[src/rtl/quoted_string_unescape_core_assert.svh]
// ----------------------------------------------------------------------------
// Assertion macros for the quoted string unescape core
// Shared concurrent assertion forms, clocked on i_clk and gated by reset.
// ----------------------------------------------------------------------------
`ifndef QUOTED_STRING_UNESCAPE_CORE_ASSERT_SVH
`define QUOTED_STRING_UNESCAPE_CORE_ASSERT_SVH

// The consequent must hold in the same cycle as the antecedent.
`define QSU_ASSERT_NOW(label, ante, cons, msg) \
    label: assert property (@(posedge i_clk) disable iff (!i_rst_n) \
        (ante) |-> (cons)) else $error(msg);

// The consequent must hold in the cycle after the antecedent.
`define QSU_ASSERT_NEXT(label, ante, cons, msg) \
    label: assert property (@(posedge i_clk) disable iff (!i_rst_n) \
        (ante) |=> (cons)) else $error(msg);

`endif

[src/rtl/qsu_pkg.sv]
// ----------------------------------------------------------------------------
// Quoted string unescape package
// Item types, decoder modes and character codes shared by the core.
// ----------------------------------------------------------------------------
`default_nettype none

package qsu_pkg;

    // One raw character of the source string.
    typedef struct packed {
        logic [7:0] ch;
        logic       last;
    } t_item;

    // One result item.
    typedef struct packed {
        logic       byte_valid;
        logic [7:0] out_byte;
        logic       done_res;
        logic       status;
    } t_result;

    // Decoder modes.
    typedef enum logic [3:0] {
        MODE_START  = 4'd0,
        MODE_PASS   = 4'd1,
        MODE_BODY   = 4'd2,
        MODE_ESC    = 4'd3,
        MODE_HEX1   = 4'd4,
        MODE_HEX2   = 4'd5,
        MODE_OCT2   = 4'd6,
        MODE_OCT3   = 4'd7,
        MODE_CLOSED = 4'd8,
        MODE_ERROR  = 4'd9
    } t_mode;

    localparam logic STATUS_OK  = 1'b0;
    localparam logic STATUS_ERR = 1'b1;

    // Character codes.
    localparam logic [7:0] CH_QUOTE  = 8'h22;
    localparam logic [7:0] CH_APOS   = 8'h27;
    localparam logic [7:0] CH_BSLASH = 8'h5C;
    localparam logic [7:0] CH_X      = 8'h78;
    localparam logic [7:0] CH_ZERO   = 8'h30;
    localparam logic [7:0] CH_ONE    = 8'h31;
    localparam logic [7:0] CH_SEVEN  = 8'h37;
    localparam logic [7:0] CH_NINE   = 8'h39;
    localparam logic [7:0] CH_LC_A   = 8'h61;
    localparam logic [7:0] CH_LC_B   = 8'h62;
    localparam logic [7:0] CH_LC_F   = 8'h66;
    localparam logic [7:0] CH_LC_N   = 8'h6E;
    localparam logic [7:0] CH_LC_R   = 8'h72;
    localparam logic [7:0] CH_LC_T   = 8'h74;
    localparam logic [7:0] CH_LC_V   = 8'h76;
    localparam logic [7:0] CH_UC_A   = 8'h41;
    localparam logic [7:0] CH_UC_F   = 8'h46;

    // Bytes produced by the simple escapes.
    localparam logic [7:0] BYTE_NUL = 8'd0;
    localparam logic [7:0] BYTE_BEL = 8'd7;
    localparam logic [7:0] BYTE_BS  = 8'd8;
    localparam logic [7:0] BYTE_TAB = 8'd9;
    localparam logic [7:0] BYTE_LF  = 8'd10;
    localparam logic [7:0] BYTE_VT  = 8'd11;
    localparam logic [7:0] BYTE_FF  = 8'd12;
    localparam logic [7:0] BYTE_CR  = 8'd13;

endpackage

`default_nettype wire

[src/rtl/qsu_channels.sv]
// ----------------------------------------------------------------------------
// Quoted string unescape channels
// Valid/ready channel interfaces for input characters and result items.
// ----------------------------------------------------------------------------
`default_nettype none

// Input channel: one raw character per item.
interface qsu_in_if;
    logic       valid;
    logic       ready;
    logic [7:0] ch;
    logic       last;

    modport source (output valid, output ch, output last, input ready);
    modport sink   (input valid, input ch, input last, output ready);
endinterface

// Output channel: one result per item.
interface qsu_out_if;
    logic       valid;
    logic       ready;
    logic       byte_valid;
    logic [7:0] out_byte;
    logic       done_res;
    logic       status;

    modport source (output valid, output byte_valid, output out_byte,
                    output done_res, output status, input ready);
    modport sink   (input valid, input byte_valid, input out_byte,
                    input done_res, input status, output ready);
endinterface

`default_nettype wire

[src/rtl/quoted_string_unescape_core.sv]
// A character accepted is registered in the input stage, then its result in the output stage.
// Throughput: one character per cycle; the only loop is the mode and partial-value register.
// A result held by a stalled output stops the decoder and then the input; no cycles are lost.
// Reset (synchronous, active low) empties both stages and sets the start-of-string mode.
// ----------------------------------------------------------------------------
// Quoted string unescape core
// Decodes C style escapes in a quoted string, one character per item.
// ----------------------------------------------------------------------------
`default_nettype none

module quoted_string_unescape_core (
    input  wire       i_clk,
    input  wire       i_rst_n,
    qsu_in_if.sink    i_in,
    qsu_out_if.source o_out
);
    import qsu_pkg::*;

    logic    w_s1_valid;
    t_item   w_s1_item;
    logic    w_out_free;
    logic    w_fire;
    t_result w_res;

    // A registered character is decoded when the output register can take it.
    assign w_fire = w_s1_valid && w_out_free;

    qsu_in_stage u_in_stage (
        .i_clk   (i_clk),
        .i_rst_n (i_rst_n),
        .i_in    (i_in),
        .i_take  (w_out_free),
        .o_valid (w_s1_valid),
        .o_item  (w_s1_item)
    );

    qsu_decoder u_decoder (
        .i_clk   (i_clk),
        .i_rst_n (i_rst_n),
        .i_fire  (w_fire),
        .i_item  (w_s1_item),
        .o_res   (w_res)
    );

    qsu_out_stage u_out_stage (
        .i_clk   (i_clk),
        .i_rst_n (i_rst_n),
        .i_load  (w_fire),
        .i_res   (w_res),
        .o_free  (w_out_free),
        .o_out   (o_out)
    );

endmodule

`default_nettype wire

[src/rtl/qsu_in_stage.sv]
// ----------------------------------------------------------------------------
// Quoted string unescape input stage
// Registers each accepted character ahead of the decoder.
// ----------------------------------------------------------------------------
`default_nettype none

module qsu_in_stage (
    input  wire           i_clk,
    input  wire           i_rst_n,
    qsu_in_if.sink        i_in,
    input  wire           i_take,
    output logic          o_valid,
    output qsu_pkg::t_item o_item
);
    import qsu_pkg::*;

    logic  r_valid;
    logic  n_valid;
    t_item r_item;
    logic  w_accept;

    // The stage is free when empty or when its item moves on this cycle.
    assign i_in.ready = !r_valid || i_take;
    assign w_accept   = i_in.valid && i_in.ready;

    always_comb begin
        if (w_accept) begin
            n_valid = 1'b1;
        end else if (i_take) begin
            n_valid = 1'b0;
        end else begin
            n_valid = r_valid;
        end
    end

    always_ff @(posedge i_clk) begin
        if (!i_rst_n) begin
            r_valid <= 1'b0;
        end else begin
            r_valid <= n_valid;
        end
    end

    // Payload needs no reset.
    always_ff @(posedge i_clk) begin
        if (w_accept) begin
            r_item.ch   <= i_in.ch;
            r_item.last <= i_in.last;
        end
    end

    assign o_valid = r_valid;
    assign o_item  = r_item;

endmodule

`default_nettype wire

[src/rtl/qsu_decoder.sv]
// ----------------------------------------------------------------------------
// Quoted string unescape decoder
// Mode register and escape decoding for one character per cycle while i_fire is high.
// ----------------------------------------------------------------------------
`default_nettype none
`include "quoted_string_unescape_core_assert.svh"

module qsu_decoder (
    input  wire              i_clk,
    input  wire              i_rst_n,
    input  wire              i_fire,
    input  qsu_pkg::t_item   i_item,
    output qsu_pkg::t_result o_res
);
    import qsu_pkg::*;

    t_mode      r_mode;
    t_mode      n_mode;
    logic [8:0] r_partial;
    logic [8:0] n_partial;

    t_mode      w_step_mode;
    logic [8:0] w_step_partial;
    logic       w_byte_valid;
    logic [7:0] w_out_byte;

    logic [7:0] w_ch;
    logic       w_is_hex;
    logic [3:0] w_hex_val;
    logic       w_is_simple;
    logic [7:0] w_simple_val;
    logic       w_is_oct;
    logic       w_is_oct_lead;
    logic [8:0] w_oct_sum;

    assign w_ch = i_item.ch;

    // Character classes.
    always_comb begin
        w_is_hex  = 1'b0;
        w_hex_val = 4'd0;
        if (w_ch inside {[CH_ZERO:CH_NINE]}) begin
            w_is_hex  = 1'b1;
            w_hex_val = w_ch[3:0];
        end else if (w_ch inside {[CH_LC_A:CH_LC_F], [CH_UC_A:CH_UC_F]}) begin
            w_is_hex  = 1'b1;
            w_hex_val = 4'(w_ch[3:0] + 4'd9);
        end
    end

    assign w_is_oct      = w_ch inside {[CH_ZERO:CH_SEVEN]};
    assign w_is_oct_lead = w_ch inside {[CH_ONE:CH_SEVEN]};
    assign w_oct_sum     = r_partial + {6'd0, w_ch[2:0]};

    // Simple escape characters.
    always_comb begin
        w_is_simple  = 1'b1;
        w_simple_val = BYTE_NUL;
        case (w_ch)
            CH_ZERO:   w_simple_val = BYTE_NUL;
            CH_LC_N:   w_simple_val = BYTE_LF;
            CH_LC_R:   w_simple_val = BYTE_CR;
            CH_LC_T:   w_simple_val = BYTE_TAB;
            CH_LC_V:   w_simple_val = BYTE_VT;
            CH_LC_A:   w_simple_val = BYTE_BEL;
            CH_LC_B:   w_simple_val = BYTE_BS;
            CH_LC_F:   w_simple_val = BYTE_FF;
            CH_APOS:   w_simple_val = CH_APOS;
            CH_QUOTE:  w_simple_val = CH_QUOTE;
            CH_BSLASH: w_simple_val = CH_BSLASH;
            default:   w_is_simple  = 1'b0;
        endcase
    end

    // Next mode and partial value for this character.
    always_comb begin
        w_step_mode    = r_mode;
        w_step_partial = r_partial;
        case (r_mode)
            MODE_START: begin
                w_step_mode = (w_ch == CH_QUOTE) ? MODE_BODY : MODE_PASS;
            end
            MODE_PASS: begin
                w_step_mode = MODE_PASS;
            end
            MODE_BODY: begin
                if (w_ch == CH_QUOTE) begin
                    w_step_mode = MODE_CLOSED;
                end else if (w_ch == CH_BSLASH) begin
                    w_step_mode = MODE_ESC;
                end
            end
            MODE_ESC: begin
                if (w_is_simple) begin
                    w_step_mode = MODE_BODY;
                end else if (w_ch == CH_X) begin
                    w_step_mode = MODE_HEX1;
                end else if (w_is_oct_lead) begin
                    w_step_partial = {w_ch[2:0], 6'd0};
                    w_step_mode    = MODE_OCT2;
                end else begin
                    w_step_mode = MODE_ERROR;
                end
            end
            MODE_HEX1: begin
                if (w_is_hex) begin
                    w_step_partial = {1'b0, w_hex_val, 4'd0};
                    w_step_mode    = MODE_HEX2;
                end else begin
                    w_step_mode = MODE_ERROR;
                end
            end
            MODE_HEX2: begin
                w_step_mode = w_is_hex ? MODE_BODY : MODE_ERROR;
            end
            MODE_OCT2: begin
                if (w_is_oct) begin
                    w_step_partial = r_partial + {3'd0, w_ch[2:0], 3'd0};
                    w_step_mode    = MODE_OCT3;
                end else begin
                    w_step_mode = MODE_ERROR;
                end
            end
            MODE_OCT3: begin
                if (w_is_oct && !w_oct_sum[8]) begin
                    w_step_mode = MODE_BODY;
                end else begin
                    w_step_mode = MODE_ERROR;
                end
            end
            MODE_CLOSED: begin
                w_step_mode = MODE_CLOSED;
            end
            default: begin
                w_step_mode = MODE_ERROR;
            end
        endcase
    end

    // The end of a string returns the decoder to the start of a string.
    always_comb begin
        if (i_item.last) begin
            n_mode    = MODE_START;
            n_partial = 9'd0;
        end else begin
            n_mode    = w_step_mode;
            n_partial = w_step_partial;
        end
    end

    // Decoded byte for this character.
    always_comb begin
        w_byte_valid = 1'b0;
        w_out_byte   = 8'd0;
        case (r_mode)
            MODE_START: begin
                if (w_ch != CH_QUOTE) begin
                    w_byte_valid = 1'b1;
                    w_out_byte   = w_ch;
                end
            end
            MODE_PASS: begin
                w_byte_valid = 1'b1;
                w_out_byte   = w_ch;
            end
            MODE_BODY: begin
                if (w_ch != CH_QUOTE && w_ch != CH_BSLASH) begin
                    w_byte_valid = 1'b1;
                    w_out_byte   = w_ch;
                end
            end
            MODE_ESC: begin
                if (w_is_simple) begin
                    w_byte_valid = 1'b1;
                    w_out_byte   = w_simple_val;
                end
            end
            MODE_HEX2: begin
                if (w_is_hex) begin
                    w_byte_valid = 1'b1;
                    w_out_byte   = {r_partial[7:4], w_hex_val};
                end
            end
            MODE_OCT3: begin
                if (w_is_oct && !w_oct_sum[8]) begin
                    w_byte_valid = 1'b1;
                    w_out_byte   = w_oct_sum[7:0];
                end
            end
            default: begin
                w_byte_valid = 1'b0;
            end
        endcase
    end

    // Result fields; status only counts on the final character.
    always_comb begin
        o_res.byte_valid = w_byte_valid;
        o_res.out_byte   = w_out_byte;
        o_res.done_res   = i_item.last;
        o_res.status     = STATUS_OK;
        if (i_item.last && w_step_mode != MODE_PASS && w_step_mode != MODE_CLOSED) begin
            o_res.status = STATUS_ERR;
        end
    end

    always_ff @(posedge i_clk) begin
        if (!i_rst_n) begin
            r_mode    <= MODE_START;
            r_partial <= 9'd0;
        end else if (i_fire) begin
            r_mode    <= n_mode;
            r_partial <= n_partial;
        end
    end

    // Checks on the decoder.
    `QSU_ASSERT_NEXT(a_last_restarts, i_fire && i_item.last, r_mode == MODE_START, "mode not restarted after last item")
    `QSU_ASSERT_NEXT(a_error_sticky, i_fire && !i_item.last && r_mode == MODE_ERROR, r_mode == MODE_ERROR, "error mode left before end of string")
    `QSU_ASSERT_NOW(a_status_on_done, i_fire && !o_res.done_res, o_res.status == STATUS_OK, "status set on an item that is not last")
    `QSU_ASSERT_NOW(a_byte_zero, i_fire && !o_res.byte_valid, o_res.out_byte == 8'd0, "byte nonzero without byte_valid")

endmodule

`default_nettype wire

[src/rtl/qsu_out_stage.sv]
// ----------------------------------------------------------------------------
// Quoted string unescape output stage
// Holds each result item until the output channel takes it.
// ----------------------------------------------------------------------------
`default_nettype none

module qsu_out_stage (
    input  wire              i_clk,
    input  wire              i_rst_n,
    input  wire              i_load,
    input  qsu_pkg::t_result i_res,
    output logic             o_free,
    qsu_out_if.source        o_out
);
    import qsu_pkg::*;

    logic    r_valid;
    logic    n_valid;
    t_result r_res;

    // A new result may enter when the register is empty or being drained.
    assign o_free = !r_valid || o_out.ready;

    always_comb begin
        if (i_load) begin
            n_valid = 1'b1;
        end else if (o_out.ready) begin
            n_valid = 1'b0;
        end else begin
            n_valid = r_valid;
        end
    end

    always_ff @(posedge i_clk) begin
        if (!i_rst_n) begin
            r_valid <= 1'b0;
        end else begin
            r_valid <= n_valid;
        end
    end

    always_ff @(posedge i_clk) begin
        if (i_load) begin
            r_res <= i_res;
        end
    end

    assign o_out.valid      = r_valid;
    assign o_out.byte_valid = r_res.byte_valid;
    assign o_out.out_byte   = r_res.out_byte;
    assign o_out.done_res   = r_res.done_res;
    assign o_out.status     = r_res.status;

endmodule

`default_nettype wire
[src/flat_wrapper.sv]
// flat-port wrapper written by rule: the top's interface ports become plain ports
module quoted_string_unescape_core_flat import qsu_pkg::*;
  (i_clk, i_rst_n, i_in_valid, i_in_ch, i_in_last, i_in_ready, o_out_valid, o_out_byte_valid, o_out_out_byte, o_out_done_res, o_out_status, o_out_ready);
  qsu_in_if i_in_i ();
  qsu_out_if o_out_i ();
  input  wire i_clk;
  input  wire i_rst_n;
  input wire logic [$bits(i_in_i.valid)-1:0] i_in_valid;
  input wire logic [$bits(i_in_i.ch)-1:0] i_in_ch;
  input wire logic [$bits(i_in_i.last)-1:0] i_in_last;
  output wire logic [$bits(i_in_i.ready)-1:0] i_in_ready;
  output wire logic [$bits(o_out_i.valid)-1:0] o_out_valid;
  output wire logic [$bits(o_out_i.byte_valid)-1:0] o_out_byte_valid;
  output wire logic [$bits(o_out_i.out_byte)-1:0] o_out_out_byte;
  output wire logic [$bits(o_out_i.done_res)-1:0] o_out_done_res;
  output wire logic [$bits(o_out_i.status)-1:0] o_out_status;
  input wire logic [$bits(o_out_i.ready)-1:0] o_out_ready;
  assign i_in_i.valid = i_in_valid;
  assign i_in_i.ch = i_in_ch;
  assign i_in_i.last = i_in_last;
  assign i_in_ready = i_in_i.ready;
  assign o_out_valid = o_out_i.valid;
  assign o_out_byte_valid = o_out_i.byte_valid;
  assign o_out_out_byte = o_out_i.out_byte;
  assign o_out_done_res = o_out_i.done_res;
  assign o_out_status = o_out_i.status;
  assign o_out_i.ready = o_out_ready;
  quoted_string_unescape_core u_core (.i_clk(i_clk), .i_rst_n(i_rst_n), .i_in(i_in_i), .o_out(o_out_i));
endmodule
[config.mk]
export PLATFORM = sky130hd
export DESIGN_NAME = quoted_string_unescape_core_flat
export DESIGN_NICKNAME = d
export VERILOG_FILES = /design/src/rtl/qsu_pkg.sv /design/src/rtl/qsu_channels.sv /design/src/rtl/quoted_string_unescape_core.sv /design/src/rtl/qsu_in_stage.sv /design/src/rtl/qsu_decoder.sv /design/src/rtl/qsu_out_stage.sv /design/src/flat_wrapper.sv
export VERILOG_INCLUDE_DIRS = /design/src /design/src/rtl
export SDC_FILE = /design/constraint.sdc
export NUM_CORES = 1
export LEC_CHECK = 0
export BUFFER_PORTS_ARGS = -buffer_cell sky130_fd_sc_hd__buf_2
export CAP_MARGIN = 20
export CORE_MARGIN = 4
export CORE_UTILIZATION = 50
export DETAILED_ROUTE_END_ITERATION = 10
export GPL_TIMING_DRIVEN = 0
export PLACE_DENSITY = 0.7
export SYNTH_ARGS = -nofsm -noshare
export SYNTH_HDL_FRONTEND = slang
export SYNTH_SLANG_ARGS = --single-unit
[constraint.sdc]
create_clock -name i_clk -period 6.8 [get_ports i_clk]
set_clock_uncertainty 0.1 [all_clocks]
set_input_delay 1.36 -clock i_clk [delete_from_list [all_inputs] [get_ports i_clk]]
set_output_delay 1.36 -clock i_clk [all_outputs]
set_load 0.1 [all_outputs]
Yosys cells after proc, flatten, opt, wreduce, memory -nomap -nowiden:

Cells that the tools add are included.

* flip-flop bits (word level): 35
* input bits: 13
* output and inout bits: 13

* add/subtract/negate cells: 3
* order comparisons: 8
* equality and inequality tests: 29
* mux-type cells: 42
* reduce and logical (&&, ||, !) cells: 23

Operator list (number)
* 8-bit by 7-bit equality test with 1-bit output, second input constant: 9
* 7-bit case mux with 10 select lines: 1
* 9-bit two-way mux: 6
* 4-bit two-way mux: 12
* 8-bit case mux with 6 select lines: 1
* 8-bit two-way mux: 5
* 4-bit case mux with 9 select lines: 1
* 9-bit case mux with 3 select lines: 1
* 8-bit by 6-bit equality test with 1-bit output, second input constant: 3
* 4-bit by 3-bit equality test with 1-bit output, second input constant: 4
* 8-bit by 6-bit >= comparator with 1-bit output, second input constant: 2
* 8-bit by 7-bit >= comparator with 1-bit output, second input constant: 2
* 8-bit by 6-bit <= comparator with 1-bit output, second input constant: 2
* 8-bit by 7-bit <= comparator with 1-bit output, second input constant: 2
* 3-bit by 2-bit != test with 1-bit output, second input constant: 5
* 1-bit two-way mux: 13
* 1-bit logical AND: 11
* 11-bit OR reduction: 1
* 9-bit by 3-bit adder with 9-bit output: 1
* 9-bit by 6-bit adder with 9-bit output: 1
* 4-bit by 2-bit equality test with 1-bit output, second input constant: 2
* 8-bit by 6-bit != test with 1-bit output, second input constant: 1
* 8-bit by 7-bit != test with 1-bit output, second input constant: 1
* 7-bit AND reduction: 1
* 12 further kinds: 17

Logic depth before layout (Yosys ltp):

Gate-level depths: netlist of the first run.

* depth in word-level cells: 11
* gate-level depth with buffers: 10
* mapped depth without buffers: 8

Cells and area by module:

A second synthesis of the first run with hierarchy kept.

* cells, all modules: 244
* area total of the unflattened synthesis: 2323.5 sq um

By module, submodules not included
* qsu_decoder: times used 1, cells an instance 214, area each 1610.3 sq um, sequential area each 200.2 sq um
* qsu_out_stage: times used 1, cells an instance 15, area each 379.1 sq um, sequential area each 350.3 sq um
* qsu_in_stage: times used 1, cells an instance 14, area each 327.8 sq um, sequential area each 290.3 sq um
* quoted_string_unescape_core: times used 1, cells an instance 1, area each 6.3 sq um, sequential area each 0.0 sq um

Least setup slack after synthesis of the first run:

OpenSTA, ideal clock, no wires.

* kind: in2out
* from: input o_out_ready
* to: output i_in_ready
* arrival time: 2120 ps
* data required time: 5340 ps
* slack: 3220 ps
* cell stages on the path: 2
* cells stage by stage: nor2b_1 > nand2_1

* longest elaborated chain between the ends: 2

RTL lines
* start, declared: RTL line flat_wrapper.sv:17 `input wire logic [$bits(o_out_i.ready)-1:0] o_out_ready;`
* 1-bit logical OR: RTL line qsu_out_stage.sv:22 `assign o_free = !r_valid || o_out.ready;`
* 1-bit logical OR: RTL line qsu_in_stage.sv:23 `assign i_in.ready = !r_valid || i_take;`
* end, declared: RTL line flat_wrapper.sv:11 `output wire logic [$bits(i_in_i.ready)-1:0] i_in_ready;`

No other way between the ends.

Final worst setup path of the first run:

Same ends and word-level chain as after synthesis.

==> flow_summary.ini, run 1 <==
[timing]
hold_viol = 0
setup_tns_ns = 0
final.setup.worst_slack_ns = 3.295
finalCriticalPeriod_ns = 3.505
worstMarginPinSlew_ns = 0.8710
rsz0062_at_grt = false
setup_viol = 0
relSlewSlack_pct = 41.58
timing.hold.ws_ns = 0.4339
post-route-period-util_pct = 51.54
fmax_mhz = 285.3
maxSlewViolCount = 0

[cts]
tritoncts = built
post_cts_buffers = 0
insertion_delay_ns = 0.28
cts_hold_buf = 0
clockBufferDepth = 2
clkTransAtPathRegs_ns = 0.06
htree_num_levels = 2
cts_root_buf = clkbuf_8
cts_buffers = 5
ctsResizeCount = 0
cts.sinks = 32

[die]
coreArea_um2 = 4755
die_h_um = 78.23
die_w_um = 78.23
io-pin-count = 26
rows = 25
start_util_pct = 51.87
die-area_um2 = 6120

[synth]
yosys-top-cells-area = edfxtp_1 24%, dfxtp_1 9.7%, ha_1 3.6%
yosysTopAreaCell = edfxtp_1
synth-edff-count = 20
yosysWarnings = 0
synthXorXnorAreaFrac_pct = 3.196
synth_top_family_by_area = compound AO/OA/AOI/OAI gates
syn_nets = 304
async_flop_share_pct = 0
synthAdderAreaFrac_pct = 4.363
synth_cell_types = 61
ys_seq_area_share_pct = 34.09
avgSynthCellArea_um2 = 8.714
synth_simple_gate_area_share_pct = 23.49
netlist.area_leader.share_pct = 24.35
ys_ff_latch = 32
synthCells = 283
synth-compound-area-share_pct = 27.75
ys.flop_type = edfxtp_1
syn_area_um2 = 2466
synth_mux_area_share_pct = 1.268

[critical_path]
max_stage_delay_ns = 0.30
crit_buf_inv = 2
cpMostUsedCell = buf_2
crit_type = in -> out
cp.arrival_ns = 2.04
crit_chain = buf_2 -> nor2b_1 -> nand2_1 -> buf_2
crit_family = buffers and inverters
endpoint_kind = output port
critPathLaunchType = input port
cp.required_ns = 5.34
cp_slowest_cell = buf_2
crit_fanout = 4

[placement]
postPlaceCellArea_um2 = 2670
dpl.cell_count = 374
io_buffer_count = 24
place_congestion = 0.9103
detailedPlace.worstSlack_ns = 3.293
dp_hpwl_um = 4810

[drt]
drtAntennaViolNets = 0
drt_iter0_drc = 225
drc = 0
drt_wl_total_um = 6438
drt_pass1_iterations = 5
wire_per_inst_um = 16.85
via_count = 2406
vias_per_cell = 6.298

[hold_path]
hold_class = reg -> reg

[layout]
final_area_um2 = 2751
final_cell_mix = 31 x buf_2, 22 x nand2_1, 20 x edfxtp_1
fillerInstances = 450
layout_commonest_cell = buf_2
antenna_cells = 0
finalCoreUtilization_pct = 57.87
nNetsFinal = 335
drive_gt1_share_pct = 15.87
syn_to_final_growth_pct = 11.57
stdcell_count = 382

[power]
leakage_nw = 1.009
switching_share_pct = 29.15
comb_power_share_pct = 18.1
power_frac_clock_pct = 31.6
seqPwrFrac_pct = 50.4
p_sw_mw = 0.1270
power_density_nw_per_um2 = 158.3
vdd_drop_max_mv = 0.09899
total_power_mw = 0.4357
p_int_mw = 0.3087

[global_routing]
grt_pass1_vias = 2089
grt-ovfl-total = 0
grt_max_degree = 14
grt_usage_pct = 21.75
grt_pass1_wl_um = 10450
antenna_found_initial = 0

[status]
outcome = complete, no violations

[run]
max_cap_violations = 0
power by group through the flow:
| stage | logic (mW) | registers, mW | clock network, mW |
|---|---|---|---|
| floorplan | 0.0395 | 0.244 | 0 |
| global placement | 0.0772 | 0.223 | 0 |
| detailed placement | 0.0779 | 0.224 | 0 |
| CTS | 0.0780 | 0.219 | 0.142 |
| global route | 0.0846 | 0.220 | 0.152 |
| finish | 0.0787 | 0.219 | 0.138 |
path summary, 6_finish.rpt:
kind	from	to	slack, ns	cells after the start
setup / recovery	o_out_ready	i_in_ready	3.30	4
hold reg to reg	u_core.u_in_stage.o_valid	u_core.u_out_stage.o_out.valid	0.43	1
hold / removal	u_core.u_in_stage.o_valid	u_core.u_out_stage.o_out.valid	0.43	1
setup reg to reg	u_core.u_in_stage.o_item[2]	u_core.u_out_stage.o_out.out_byte[2]	3.34	9
worst reg2reg max path, delay by kind of cell (launching register included):
| family | cells | cell delay, ns |
|---|---|---|
| adder cells (fa/ha/maj) | 1 | 0.31 |
| AND/OR/NAND/NOR | 3 | 0.65 |
| buffers and inverters | 2 | 0.35 |
| AO/OA/AOI/OAI | 3 | 1.37 |
| flip-flops | 1 | 0.43 |
metal layers:
metal	wire, µm	vias to the layer above	track usage [%]
met3	545	16	4.587
met4	139	0	6.993
met2	3052	128	34.93
li1	-	1153	-
met5	0	-	0
met1	2700	1109	29.23
synthesized netlist by cell type (all sizes together), types with 3 or more instances:
master and instances:
a31oi 3, nand3 17, clkbuf 10, o21ai 16
o31ai 5, o211ai 3, a21o 6, or3 3
edfxtp 20, nor3 6, xnor2 9, dfxtp 12
nor4 5, a311oi 6, nor2b 7, nand2 22
a211oi 8, nand3b 8, o211a 3, nand2b 4
ha 7, a22oi 6, inv 8, buf 12
a21oi 16, nor2 19
kinds of logic (layout without fill, tap and decap cells):
logic type	Yosys count	after routing
compound gates	96	96
xor+xnor	9	9
fa+ha+maj	8	8
buf+inv	30	62
flops	32	32
mux	3	3
simple gates	105	105
cell type report:
type / instances / area, µm² / area share [%]
multi-input cells: 221 / 1481 / 53.84
flip-flops and latches: 32 / 840.8 / 30.56
repair buffers: 24 / 120.1 / 4.366
plain buffers: 22 / 113.9 / 4.138
well taps: 67 / 83.83 / 3.047
clock buffers: 7 / 76.32 / 2.774
inverters: 8 / 30.03 / 1.091
clock inverters: 1 / 5.005 / 0.1819
flip-flops by register name, indices dropped and copies added (netlist names):
name                                 cells
u_core.u_decoder.r_mode                  4
u_core.u_decoder.r_partial               6
u_core.u_in_stage.o_item                 9
u_core.u_in_stage.o_valid                1
u_core.u_out_stage.o_out.byte_valid      1
u_core.u_out_stage.o_out.done_res        1
u_core.u_out_stage.o_out.out_byte        8
u_core.u_out_stage.o_out.status          1
u_core.u_out_stage.o_out.valid           1
Note: power is estimated with default switching activity, not from simulation.
==> run 2: changes to the inputs <==
clock period = 3.36 ns   (was 6.8 ns; I/O delays follow)
==> flow_summary.ini, run 2 (synthesized netlist as in run 1, its figures left out) <==
[critical_path]
worst-r2r-setup-slack_ns = 0.12
reg2reg_to = u_core.u_out_stage.o_out.status
crit_type = reg -> reg
cp.required_ns = 3.30
crit_chain = clkbuf_4 -> inv_1 -> ha_1 -> nor3b_4 -> nor4b_2 -> a211o_1 -> buf_6 -> a21o_1 -> or4_1 -> o31a_1
cp_slowest_cell = or4_1
cp.arrival_ns = 3.18
reg2reg_from = u_core.u_in_stage.o_item[2]
max_stage_delay_ns = 0.54
rr_worst_depth = 10
endpoint_kind = flip-flop
critPathLaunchType = flip-flop
crit_fanout = 9

[placement]
io_buffer_count = 24
dp_hpwl_um = 4810
detailedPlace.worstSlack_ns = -0.1018
place_congestion = 0.9103

[drt]
drc = 0
via_count = 2439
wire_per_inst_um = 17.07
drtAntennaViolNets = 0
drt_pass1_iterations = 5
drt_wl_total_um = 6589
drt_iter0_drc = 259
vias_per_cell = 6.319

[global_routing]
antenna_found_initial = 0
grt_usage_pct = 21.77
grt_max_degree = 14
grt-ovfl-total = 0
grt_pass1_wl_um = 10470
grt_pass1_vias = 2081

[layout]
final_cell_mix = 30 x buf_2, 22 x nand2_1, 20 x edfxtp_1
syn_to_final_growth_pct = 14.46
antenna_cells = 0
finalCoreUtilization_pct = 59.37
nNetsFinal = 339
largest_reg_flops = 9
layout_commonest_cell = buf_2
drive_gt1_share_pct = 18.50

[cts]
clockBufferDepth = 2
cts_root_buf = clkbuf_8
insertion_delay_ns = 0.28
htree_num_levels = 2
cts.sinks = 32
tritoncts = built
clkTransAtPathRegs_ns = 0.07
cts_buffers = 5

[timing]
maxSlewViolCount = 0
hold_viol = 0
finalCriticalPeriod_ns = 3.240
relSlewSlack_pct = 50.31
worstMarginPinSlew_ns = 0.7375
setup_viol = 0
final.setup.worst_slack_ns = 0.1204
timing.hold.ws_ns = 0.4339
post-route-period-util_pct = 96.42
fmax_mhz = 308.7
setup_tns_ns = 0

[die]
die-area_um2 = 6120
die_w_um = 78.23
coreArea_um2 = 4755
io-pin-count = 26
start_util_pct = 51.87
rows = 25
die_h_um = 78.23

[status]
outcome = complete, no violations

[power]
vdd_drop_max_mv = 0.2009
leakage_nw = 1.029
total_power_mw = 0.8906
power_density_nw_per_um2 = 315.5

[hold_path]
hold_class = reg -> reg
min_to = u_core.u_out_stage.o_out.valid
hold_start = u_core.u_in_stage.o_valid
min_path_cells = 1

[run]
max_cap_violations = 0
==> run 2: cell count changes in the layout (fill, tap and decap cells not counted), sizes merged <==
cell,previous run,this run
buf,36,39
clkbuf,17,18
==> run 2: how the worst max path moves through the flow <==
| stage | endpoint | slack (ns) | start |
|---|---|---|---|
| final | u_core.u_out_stage.o_out.status | 0.12 | u_core.u_in_stage.o_item[2] |
| after floorplan | u_core.u_out_stage.o_out.status | 0.39 | u_core.u_in_stage.o_item[2] |
| after global routing | u_core.u_out_stage.o_out.status | -0.007 | u_core.u_in_stage.o_item[2] |
| after global placement | u_core.u_out_stage.o_out.out_byte[2] | -0.08 | u_core.u_in_stage.o_item[2] |
| after detailed placement | u_core.u_out_stage.o_out.out_byte[2] | -0.10 | u_core.u_in_stage.o_item[2] |
| after CTS | u_core.u_out_stage.o_out.status | 0.005 | u_core.u_in_stage.o_item[1] |
==> run 2: final cells by class <==
cell class / instances / area (µm²)
Fill cell: 441 / 1932
Multi-Input combinational cell: 221 / 1520
Sequential cell: 32 / 840.8
Timing Repair Buffer: 28 / 150.1
Buffer: 22 / 116.4
Tap cell: 67 / 83.83
Clock buffer: 7 / 76.32
Inverter: 8 / 30.03
Clock inverter: 1 / 5.005
==> run 2: layer usage <==
layer  vias to the layer above  share of wire, %  GRT usage, %  routed length (µm)
met5                         -                 0             0                   0
met4                         0               1.9         6.469                 124
met3                        13               8.9         4.128                 585
met2                       138                47         35.19                3067
met1                      1129                43         29.59                2812
li1                       1159                 -             -                   -
==> run 2: metrics by stage <==
stage	cells	area [µm²]
after floorplan	283	2466
after global placement	374	2670
final	386	2823
after CTS	382	2756
after global routing	386	2823
after detailed placement	374	2670
==> run 2: timing repair <==
action,CTS,global route
setup endpoints to repair,1,4
resized for setup,1,7
hold buffers,0,0
pin swaps,0,2
buffers inserted,0,4
==> run 2: power breakdown <==
group	internal [mW]	switching, mW
logic	0.0496	0.116
clock network	0.145	0.135
registers	0.433	0.0112
total	0.628	0.262
==> run 2: worst max-delay path: cells and delay by family (launching register included) <==
| kind | cells | cell delay [ns] |
|---|---|---|
| simple gates | 3 | 0.92 |
| compound gates | 3 | 0.79 |
| buf+inv | 3 | 0.49 |
| flops | 1 | 0.40 |
| fa+ha+maj | 1 | 0.30 |
